<file path="config.mk">
export PLATFORM = sky130hd
export DESIGN_NAME = thi_locate
export DESIGN_NICKNAME = d
export VERILOG_FILES = /design/src/hdl/thi_pkg.sv /design/src/hdl/thi_locate.sv
export SDC_FILE = /design/constraint.sdc
export NUM_CORES = 1
export LEC_CHECK = 0
export BUFFER_PORTS_ARGS = -buffer_cell sky130_fd_sc_hd__buf_2
export CAP_MARGIN = 10
export CORE_MARGIN = 3
export CORE_UTILIZATION = 35
export DETAILED_ROUTE_END_ITERATION = 10
export GPL_TIMING_DRIVEN = 0
export PLACE_DENSITY = 0.57
export SLEW_MARGIN = 10
export SYNTH_ARGS = -nofsm -noshare
export SYNTH_HDL_FRONTEND = slang
export SYNTH_SLANG_ARGS = --single-unit
</file>
<file path="constraint.sdc">
create_clock -name vclk -period 6.8
set_input_delay 0.68 -clock vclk [all_inputs]
set_output_delay 0.68 -clock vclk [all_outputs]
set_load 0.005 [all_outputs]
</file>
<file path="src/hdl/thi_pkg.sv">
// ----------------------------------------------------------------------------
// thi_pkg
// shared item types, register indexes and constants of the terrain height
// interpolator
// ----------------------------------------------------------------------------
package thi_pkg;

    // one input item: a sample load or a height query
    typedef struct packed {
        logic        func;
        logic [15:0] sample_index;
        logic [7:0]  sample_height;
        logic [15:0] query_x;
        logic [15:0] query_z;
    } in_item_t;

    // one result item
    typedef struct packed {
        logic [24:0] height_out;
        logic        outside;
    } out_item_t;

    // configuration register indexes
    typedef logic [1:0] cfg_index_t;
    localparam cfg_index_t CFG_COLUMNS = 2'd0;
    localparam cfg_index_t CFG_ROWS    = 2'd1;
    localparam cfg_index_t CFG_GAIN    = 2'd2;

    localparam logic [8:0]  COLUMNS_RESET = 9'd256;
    localparam logic [8:0]  ROWS_RESET    = 9'd256;
    localparam logic [15:0] GAIN_RESET    = 16'd256;

    // func codes
    localparam logic FUNC_LOAD = 1'b0;

    // 0.9 in Q.8, truncated
    localparam logic [24:0] HEIGHT_OFFSET = 25'd230;

    // corner read steps of a query
    typedef logic [1:0] step_t;
    localparam step_t STEP_FIRST = 2'd0;
    localparam step_t STEP_MID   = 2'd1;
    localparam step_t STEP_LAST  = 2'd2;

    // decoded item, locate stage to issue stage
    typedef struct packed {
        logic is_load;
        logic write_ok;
        logic outside;
        logic lower;
    } loc_flags_t;

    // read tag, read stage to blend unit
    typedef struct packed {
        logic valid;
        logic read;
        logic last;
        logic outside;
    } blend_ctl_t;

endpackage

</file>
<file path="src/hdl/thi_locate.sv">
// ----------------------------------------------------------------------------
// thi_locate
// decodes one item: edge test, cell base address, triangle choice and
// the three corner weights
// ----------------------------------------------------------------------------
module thi_locate #(
    parameter int FRACTION_BITS = 8,
    parameter int ADDR_W        = 16,
    parameter int STORE_DEPTH   = 65536
) (
    input  thi_pkg::in_item_t   item,
    input  logic [8:0]          cols,
    input  logic [8:0]          rows,
    output thi_pkg::loc_flags_t flags,
    output logic [ADDR_W-1:0]   base,
    output logic [ADDR_W-1:0]   load_addr,
    output logic [FRACTION_BITS:0] w0,
    output logic [FRACTION_BITS:0] w1,
    output logic [FRACTION_BITS:0] w2
);
    import thi_pkg::*;

    localparam int F  = FRACTION_BITS;
    localparam int IW = 17 - F;         // integer part of a coordinate, one spare bit
    localparam int WW = F + 1;
    localparam int EW = 9 + 16;         // grid size shifted by up to the coordinate width
    localparam int MW = IW + 11;
    localparam logic [WW-1:0] ONE = WW'(2 ** F);

    logic [16:0]    xe;
    logic [16:0]    ze;
    logic [IW-1:0]  ix;
    logic [IW-1:0]  zi;
    logic [F-1:0]   dx;
    logic [F-1:0]   zf;
    logic [IW:0]    cz;
    logic [WW-1:0]  dz;
    logic [WW-1:0]  dsum;
    logic [EW-1:0]  x_lim;
    logic [EW-1:0]  z_lim;
    logic [MW-1:0]  prod;
    logic           lower;
    logic           outside;

    always_comb
    begin
        xe = {1'b0, item.query_x};
        ze = {1'b0, item.query_z};
        ix = xe[16:F];
        zi = ze[16:F];
        dx = xe[F-1:0];
        zf = ze[F-1:0];

        // row index rounds up, dz measured down from it
        cz = {1'b0, zi} + (IW+1)'(zf != '0);
        dz = (zf == '0) ? '0 : ONE - WW'(zf);

        dsum  = WW'(dx) + dz;
        lower = dsum < ONE;

        x_lim = EW'(cols - 9'd1) << F;
        z_lim = EW'(rows - 9'd1) << F;
        outside = (cols < 9'd2) || (rows < 9'd2) ||
                  (item.query_x == '0) || (item.query_z == '0) ||
                  (EW'(item.query_x) >= x_lim) || (EW'(item.query_z) >= z_lim);

        prod = MW'(cz) * MW'(cols) + MW'(ix);
        base = ADDR_W'(prod);

        w0 = lower ? ONE - dsum : dsum - ONE;
        w1 = lower ? dz : ONE - dz;
        w2 = lower ? WW'(dx) : ONE - WW'(dx);

        load_addr      = ADDR_W'(item.sample_index);
        flags.is_load  = item.func == FUNC_LOAD;
        flags.write_ok = 32'(item.sample_index) < STORE_DEPTH;
        flags.outside  = outside;
        flags.lower    = lower;
    end

endmodule

</file>
==> flow_metrics.tcl <==
set metrics [dict create \
    wirelength_um 12600 \
    nFlopsAndLatches 0 \
    timing.slew.headroom 0.479 \
    setup_viol 0 \
    period_share 0.990 \
    io_buffers 113 \
    end_kind "output port" \
    switching_share 0.494 \
    combPwrFrac 1.000 \
    synth_top_area_share 0.226 \
    top_usage_layer "met2" \
    drive_gt1_frac 0.291 \
    critPathKind "in -> out" \
    antenna_found_initial 0 \
    p_int_uw 910 \
    maxCapViolCount 0 \
    avgSynthCellArea_um2 8.06 \
    min_path_type "in -> out" \
    critPathMaxFanout 4 \
    start_kind "primary input" \
    peakVddDrop_v 0.000175 \
    grt_pass1_wl_um 20700 \
    ys_types 59 \
    synth_top_area_cell "fa_1" \
    place_hpwl_um 10600 \
    yosys-top-cells-area "fa_1, ha_1, xnor2_1" \
    ys_warn_count 0 \
    syn_area_um2 4780 \
    yosys-top-cells-count "inv_1, ha_1, nand2_1, fa_1, xnor2_1" \
    start_util 0.359 \
    arrival_ns 6.05 \
    final_cells 905 \
    grt_usage 0.164 \
    die_area_um2 15100 \
    fmax_ghz 0.149 \
    final_util 0.458 \
    final_hold_viol_count 0 \
    p_leak_nw 3.06 \
    finalMaxSlewViolations 0 \
    chipWidth_um 123 \
    final_net_count 936 \
    num_vias 4445 \
    clock_buffers 0 \
    synthesis.nets 799 \
    use_met1 0.229 \
    routed_via_density 4.91 \
    yosysMostFrequentCell "inv_1" \
    synth_cells 593 \
    grt_overflow 0 \
    fp.dieH_um 123 \
    p_per_area_nw_per_um2 295 \
    ys_seq_area_frac 0 \
    area_growth_pct 27.6 \
    grt_max_degree 11 \
    gr-usage-met3 0.0138 \
    fin_crit_ns 6.73 \
    p_switching_uw 889 \
    seq_area_um2 0 \
    crit_required_ns 6.12 \
    wl_per_cell_um 13.9 \
    rsz0062_at_grt "true" \
    place_inst 882 \
    dr.pass1.iters 4 \
    drc 0 \
    drt_iter0_markers 129 \
    io-pin-count 138 \
    use_met2 0.289 \
    grt_pass1_vias 4428 \
    cts_hold_buf 0 \
    fp.coreArea_um2 13300 \
    status "completed" \
    worstMarginPinSlew_ns 0.776 \
    gp_congestion 0.908 \
    power.share.clock 0 \
    std_cell_rows 42 \
    final_antenna_net_count 0 \
    seq_power_share 0 \
]
worst paths after layout:
check	startpoint	slack [ns]	to	depth (start not counted)
min	item[43]	1.53	load_addr[3]	2
max	item[5]	0.07	base[14]	24
layout by cell type (no fill, tap or decap), types with 4 or more instances in the layout:
cell / n
buf_2: 110
inv_1: 77
ha_1: 66
nand2_1: 61
fa_1: 54
xnor2_1: 43
and2_1: 41
buf_4: 40
nor2_1: 23
a21oi_1: 18
xor2_1: 15
nor3_1: 14
a21o_1: 14
o21ai_0: 11
nor4_1: 10
ha_4: 10
clkbuf_1: 9
nand3_1: 9
o21a_1: 7
a211oi_1: 5
buf_6: 5
xnor2_4: 4
inv_2: 4
or3_1: 4
layer usage:
metal  wire length [um]  share of wire  vias up
li1                   -              -     2227
met1               5740           0.46     2100
met2               6190           0.49      114
met3                615          0.049        4
met4                 30         0.0024        0
met5                  0              0        -
through the flow:
stage | setup TNS, ns | power [mW] | cell area [um2] | hold slack [ns] | worst slack (ns)
2_1_floorplan | 0 | 1.06 | 4800 | 1.39 | 0.00431
3_3_place_gp | -5.00 | 1.49 | 5590 | 1.53 | -0.890
3_5_place_dp | -5.56 | 1.51 | 5590 | 1.53 | -0.931
4_1_cts | -0.0107 | 1.72 | 5950 | 1.53 | -0.0107
5_1_grt | -0.371 | 2.01 | 6090 | 1.53 | -0.130
6_report | 0 | 1.80 | 6090 | 1.53 | 0.0672
cells by family (layout without fill, tap and decap cells):
kind of cell | count (synthesis) | in the layout | synth area share
buf+inv | 113 | 248 | 0.109
fa+ha+maj | 131 | 131 | 0.428
other cells | 1 | 2 | 0.000785
compound gates | 87 | 87 | 0.130
simple gates | 197 | 197 | 0.215
xor+xnor | 64 | 64 | 0.117
power by group through the flow:
stage / Combinational [mW] / Sequential [mW] / Clock [mW]
floorplan: 1.06 / 0 / 0
global placement: 1.49 / 0 / 0
detailed placement: 1.50 / 0 / 0
CTS: 1.72 / 0 / 0
global route: 2.01 / 0 / 0
finish: 1.80 / 0 / 0.0000000197
cell type report:
class                           count  area [um2]
Tap cell                          176         220
Inverter                           82         313
Fill cell                        1357        7200
Multi-Input combinational cell    480        4590
Antenna cell                        1        2.50
Buffer                             31         210
Timing Repair Buffer              135         761
worst max-delay path: stages:
cell and delay, ns:
buf_8 0.10, nor4_4 0.27, and2b_2 0.21, nand2_4 0.06, ha_4 0.18, ha_4 0.20
nand2_4 0.09, xnor2_4 0.13, nand2_2 0.08, fa_1 0.54, inv_1 0.05, fa_1 0.54
inv_2 0.05, fa_1 0.44, fa_1 0.49, inv_1 0.05, fa_1 0.49, ha_4 0.29
o311a_1 0.19, nand4_1 0.13, and3_4 0.18, or2_4 0.25, o311ai_2 0.19, buf_2 0.15
what timing repair did:
action                                  CTS  global route
pin swaps                                23            29
setup buffers                            14             8
resized for setup                        41            20
endpoints found under the setup margin   10             6
No activity file was read; power rests on OpenSTA's default activity.
