**config.mk**
```make
export PLATFORM = sky130hd
export DESIGN_NAME = thi_blend
export DESIGN_NICKNAME = d
export VERILOG_FILES = /design/src/hdl/thi_pkg.sv /design/src/hdl/thi_blend.sv
export SDC_FILE = /design/constraint.sdc
export NUM_CORES = 1
export LEC_CHECK = 0
export ABC_CLOCK_PERIOD_IN_PS = 5400
export BUFFER_PORTS_ARGS = -buffer_cell sky130_fd_sc_hd__buf_2
export CAP_MARGIN = 20
export CORE_MARGIN = 4
export CORE_UTILIZATION = 59
export CTS_BUF_LIST = sky130_fd_sc_hd__clkbuf_8
export DETAILED_ROUTE_END_ITERATION = 8
export GPL_ROUTABILITY_DRIVEN = 0
export PLACE_DENSITY = 0.92
export SETUP_SLACK_MARGIN = 0.1
export SYNTH_ARGS = -nofsm -noshare
export SYNTH_HDL_FRONTEND = slang
export SYNTH_SLANG_ARGS = --single-unit
```
**constraint.sdc**
```tcl
create_clock -name clk -period 5.4 [get_ports clk]
set_clock_uncertainty 0.1 [all_clocks]
set_input_delay 0.27 -clock clk [delete_from_list [all_inputs] [get_ports clk]]
set_output_delay 0.27 -clock clk [all_outputs]
set_load 0.1 [all_outputs]
```
**src/hdl/thi_pkg.sv**
```systemverilog
// ----------------------------------------------------------------------------
// thi_pkg
// shared item types, register indexes and constants of the terrain height
// interpolator
// ----------------------------------------------------------------------------
package thi_pkg;

    // one input item: a sample load or a height query
    typedef struct packed {
        logic        func;
        logic [15:0] sample_index;
        logic [7:0]  sample_height;
        logic [15:0] query_x;
        logic [15:0] query_z;
    } in_item_t;

    // one result item
    typedef struct packed {
        logic [24:0] height_out;
        logic        outside;
    } out_item_t;

    // configuration register indexes
    typedef logic [1:0] cfg_index_t;
    localparam cfg_index_t CFG_COLUMNS = 2'd0;
    localparam cfg_index_t CFG_ROWS    = 2'd1;
    localparam cfg_index_t CFG_GAIN    = 2'd2;

    localparam logic [8:0]  COLUMNS_RESET = 9'd256;
    localparam logic [8:0]  ROWS_RESET    = 9'd256;
    localparam logic [15:0] GAIN_RESET    = 16'd256;

    // func codes
    localparam logic FUNC_LOAD = 1'b0;

    // 0.9 in Q.8, truncated
    localparam logic [24:0] HEIGHT_OFFSET = 25'd230;

    // corner read steps of a query
    typedef logic [1:0] step_t;
    localparam step_t STEP_FIRST = 2'd0;
    localparam step_t STEP_MID   = 2'd1;
    localparam step_t STEP_LAST  = 2'd2;

    // decoded item, locate stage to issue stage
    typedef struct packed {
        logic is_load;
        logic write_ok;
        logic outside;
        logic lower;
    } loc_flags_t;

    // read tag, read stage to blend unit
    typedef struct packed {
        logic valid;
        logic read;
        logic last;
        logic outside;
    } blend_ctl_t;

endpackage

```
**src/hdl/thi_blend.sv**
```systemverilog
// ----------------------------------------------------------------------------
// thi_blend
// weighted corner accumulator, gain multiply and result register
// ----------------------------------------------------------------------------
module thi_blend #(
    parameter int FRACTION_BITS = 8
) (
    input  logic                   clk,
    input  logic                   rst_n,
    input  thi_pkg::blend_ctl_t    ctl,
    input  logic [7:0]             rdata,
    input  logic [FRACTION_BITS:0] weight,
    input  logic [15:0]            gain,
    output logic                   take_last,
    output logic                   res_valid,
    input  logic                   res_stall,
    output thi_pkg::out_item_t     res
);
    import thi_pkg::*;

    localparam int F  = FRACTION_BITS;
    localparam int HW = 8 + F;          // weights sum to one, so the blend stays below 256
    localparam int PW = 16 + HW;

    logic [HW-1:0] prod;
    logic [HW-1:0] acc_reg;
    logic [HW-1:0] fin_sum_reg;
    logic          fin_outside_reg;
    logic          fin_valid_reg;
    logic          fin_valid_next;
    logic [PW-1:0] mul_reg;
    logic          mul_outside_reg;
    logic          mul_valid_reg;
    logic          mul_valid_next;
    logic          res_valid_reg;
    logic          res_valid_next;
    out_item_t     res_reg;
    logic          out_free;
    logic          mul_free;
    logic          mul_move;
    logic          fin_move;

    always_comb
    begin
        prod = ctl.read ? HW'(rdata) * HW'(weight) : '0;

        out_free  = !res_valid_reg || !res_stall;
        mul_move  = mul_valid_reg && out_free;
        mul_free  = !mul_valid_reg || out_free;
        fin_move  = fin_valid_reg && mul_free;
        take_last = !fin_valid_reg || mul_free;

        fin_valid_next = (ctl.valid && ctl.last) || (fin_valid_reg && !fin_move);
        mul_valid_next = fin_move || (mul_valid_reg && !mul_move);
        res_valid_next = mul_move || (res_valid_reg && res_stall);
    end

    always_ff @(posedge clk or negedge rst_n)
    begin
        if (!rst_n)
        begin
            acc_reg       <= '0;
            fin_valid_reg <= 1'b0;
            mul_valid_reg <= 1'b0;
            res_valid_reg <= 1'b0;
        end
        else
        begin
            if (ctl.valid)
            begin
                acc_reg <= ctl.last ? '0 : acc_reg + prod;
            end
            fin_valid_reg <= fin_valid_next;
            mul_valid_reg <= mul_valid_next;
            res_valid_reg <= res_valid_next;
        end
    end

    always_ff @(posedge clk)
    begin
        if (ctl.valid && ctl.last)
        begin
            fin_sum_reg     <= acc_reg + prod;
            fin_outside_reg <= ctl.outside;
        end
        if (fin_move)
        begin
            mul_reg         <= PW'(gain) * PW'(fin_sum_reg);
            mul_outside_reg <= fin_outside_reg;
        end
        if (mul_move)
        begin
            res_reg.height_out <= 25'(mul_reg[PW-1:F]) + HEIGHT_OFFSET;
            res_reg.outside    <= mul_outside_reg;
        end
    end

    assign res_valid = res_valid_reg;
    assign res       = res_reg;

endmodule

```
==> parameters.txt <==
Parameter                              Value

Timing
  Maximum frequency from static timing analysis    152.2 MHz
  Max-slew violation count    0
  RSZ-0062 raised after global routing    true
  Final setup violation count    21
  Fin. Hold Viols    0
  Max-Slew Margin vs Limit    0.4831
  Total negative setup slack    -16280 ps
  Final period util    1.216
  Post-route minimum period    6569 ps
  Final setup margin    -1169 ps
  Fin Hold WS    50.75 ps
  Tightest Pin Transition    769.4 ps

Floorplan
  Vert. Die Dim    164.8 um
  DIE WIDTH    164.8 um
  Initial standard-cell utilization of the core    0.5980
  Top-level port count    between 60 and 70
  Std-Cell Rows    57
  Die Footprint    0.02715 sq mm
  Area inside the core boundary    between 0.02 and 0.025 sq mm

Global routing
  Initial antenna violation count    0
  GRT Total Usage    0.3056
  Number of global-route vias before repair    13137
  Pin count of the biggest net entering global routing    34
  Global-route wire length before repair    64450 um
  Remaining global-route overflow    0

Finish
  Commonest cells after routing, fill and taps aside    312 x sky130_fd_sc_hd__inv_1, 226 x sky130_fd_sc_hd__fa_1, 178 x sky130_fd_sc_hd__and2_1
  Share of post-route cells with drive strength above 1    0.2302
  Number of flip-flops in the largest register    26
  Post-synthesis to final-layout area growth    20.39%
  Number of antenna cells inserted    0
  Finished layout cell area    0.01746 sq mm
  Most common cell after layout, fill and taps aside    sky130_fd_sc_hd__inv_1
  # fillers    1414
  Layout Nets    approximately 2200

Logic synthesis
  Syn. warnings    0
  Cell accounting for the most synthesized area    sky130_fd_sc_hd__fa_1
  Mapped Nets    1939
  Number of flip-flops and latches in the synthesized netlist    87
  Most area-consuming cells after synthesis    sky130_fd_sc_hd__fa_1 32%, sky130_fd_sc_hd__edfxtp_1 14%, sky130_fd_sc_hd__ha_1 13%, sky130_fd_sc_hd__inv_1 8.3%, sky130_fd_sc_hd__and2_1 8.2%
  Mapped Avg Cell Area    9.591 sq um
  Library cells used by synthesis    52
  Sequential fraction of the synthesis area    0.1736
  Synth top area share    0.3244
  Async S/R FF share, synth    0.2184
  Count of mapped cells out of synthesis    approximately 1500
  Post-synthesis cell area    approximately 0.015 sq mm
  Most used DFF post-synth    sky130_fd_sc_hd__edfxtp_1
  EDFF count, synth    68

Worst setup path
  Peak per-stage delay on the critical path    640 ps
  Peak fanout along the critical path    5
  Worst path most repeated cell    sky130_fd_sc_hd__fa_1
  Critical path launch point type    register
  Data arrival time of the worst path    approximately 6700 ps
  Critical path start-end classification    reg2reg
  Slowest stage cell on the critical path    sky130_fd_sc_hd__edfxtp_1
  Element type at the critical path end    register
  Crit-path leading delay family    adder cells
  Worst endpoint required time    5540 ps
  Cells along the critical path    nand2_2 > fa_1 > inv_1 > fa_1 > fa_1 > fa_1 > fa_1 > inv_2 > fa_1 > inv_2 > ha_4 > buf_6 > nand4_1 > nor2_1 > a211o_1 > a21oi_2 > buf_4 > o221a_4 > o21bai_1 > xor2_1
  Crit path buffers/inverters    5

Placement
  Pre-CTS WS    -704.3 ps
  Sum of net half-perimeters after detailed placement    29630 um
  Port bufs    67
  Instance area after placement    0.01631 sq mm

Detailed routing
  Iter 0 DRT Violations    1519
  Met3 layer wire length in the routed design    ~5100 um
  Wirelength, routed    46270 um
  WL met2    around 22000 um
  Number of detailed-routing iterations run before antenna repair    8
  # DRC    0
  Per-cell via count in the routed design    6.174
  Vias    12780
  Detailed-route wire length on metal 1    14620 um
  Top layer used by detailed routing    met4
  Post-detailed-route wirelength per cell    22.35 um
  Number of antenna-violating nets in the routed design    0

Clock network
  Clock buffer count from CTS    9
  Clk_lat worst skew    approximately 420 ps
  Sinks on the clock net    87
  H-tree lvl count    3
  Maximum clock insertion buffer count    2
  CTS Root Buffer Type    sky130_fd_sc_hd__clkbuf_8
  Clock-pin slew on the worst setup and hold paths    110 ps
  TritonCTS clock tree    built

Run status
  Violated checks    negative setup slack
  Result of the run    complete, but fails checks

Run
  MaxCap Viol Count    0

Hold path
  Class of the most critical hold timing path    in2reg
## metal layers
metal,track usage,vias up
li1,-,5124
met1,0.3443,6088
met2,0.5240,1100
met3,0.06613,468
met4,0.1985,0
met5,0,-
## final cells by class
| cell class | instances | area (sq um) | share of cell area |
|---|---|---|---|
| multi-input cells | 1068 | 11270 | 0.6456 |
| flip-flops and latches | 87 | 2517 | 0.1442 |
| repair buffers | 255 | 1886 | 0.1080 |
| inverters | 320 | 1201 | 0.06880 |
| well taps | 324 | 405.4 | 0.02322 |
| clock buffers | 10 | 137.6 | 0.007884 |
| clock inverters | 6 | 40.04 | 0.002293 |
## cell families after synthesis
group                    share of synthesized area
XOR/XNOR                                   0.04323
adder cells (fa/ha/maj)                     0.4556
buffers and inverters                      0.09241
AND/OR/NAND/NOR                             0.1692
AO/OA/AOI/OAI                              0.06601
flip-flops                                  0.1736
## synth_stat cells, types with 2 or more instances
cell / n
sky130_fd_sc_hd__o21ai_2: 2
sky130_fd_sc_hd__ha_1: 152
sky130_fd_sc_hd__nor2b_1: 18
sky130_fd_sc_hd__a31o_2: 15
sky130_fd_sc_hd__o21a_1: 3
sky130_fd_sc_hd__edfxtp_1: 68
sky130_fd_sc_hd__nand2b_1: 6
sky130_fd_sc_hd__dfrtp_1: 19
sky130_fd_sc_hd__a31oi_1: 5
sky130_fd_sc_hd__fa_1: 235
sky130_fd_sc_hd__nand3b_1: 3
sky130_fd_sc_hd__o211ai_1: 5
sky130_fd_sc_hd__inv_1: 320
sky130_fd_sc_hd__o21ai_0: 16
sky130_fd_sc_hd__or3_1: 2
sky130_fd_sc_hd__and3_1: 17
sky130_fd_sc_hd__nand3_1: 16
sky130_fd_sc_hd__xor2_1: 20
sky130_fd_sc_hd__nand4_1: 4
sky130_fd_sc_hd__o21bai_1: 11
sky130_fd_sc_hd__or2_2: 2
sky130_fd_sc_hd__nor2_1: 29
sky130_fd_sc_hd__xnor2_1: 49
sky130_fd_sc_hd__a21o_1: 22
sky130_fd_sc_hd__clkbuf_1: 36
sky130_fd_sc_hd__nand2_1: 177
sky130_fd_sc_hd__nor3_1: 11
sky130_fd_sc_hd__a21oi_2: 3
sky130_fd_sc_hd__and2_1: 189
sky130_fd_sc_hd__o21ai_1: 2
sky130_fd_sc_hd__and3b_1: 2
sky130_fd_sc_hd__a21oi_1: 31
sky130_fd_sc_hd__a211o_1: 3
## metrics by stage
stage | utilization | instances
floorplan | - | 1512
global placement | 0.6728 | 2016
detailed placement | 0.6728 | 2016
CTS | 0.7003 | 2056
global route | 0.7200 | 2070
finish | 0.7200 | 2070
## worst min-delay path, delay by kind of cell
kind                   cells  cell delay (ps)
and+or+nand+nor            2              140
buffers and inverters      1              130
## path summary, 6_finish.rpt
check / startpoint / end / slack, ps / cells past startpoint
worst max-delay path: fin_sum_reg[7] / mul_reg[24] / -1170 / 20
worst min-delay path: res_stall / mul_valid_reg / 50 / 3
worst max register to register: fin_sum_reg[7] / mul_reg[24] / -1170 / 20
worst min register to register: mul_outside_reg / res[0] / 310 / 0
max in group asynchronous: rst_n / acc_reg[11] / 4560 / 2
min in group asynchronous: rst_n / acc_reg[3] / 270 / 2
## repair_timing
action,CTS,global route
setup endpoints to repair,29,33
resized for setup,69,73
hold buffers,2,0
hold endpoints to repair,20,0
pin swaps,42,69
setup buffers,22,14
Power is left out: the tool's default activity adds up to more than one toggle a clock period on the data nets, which glitch-free logic cannot reach.
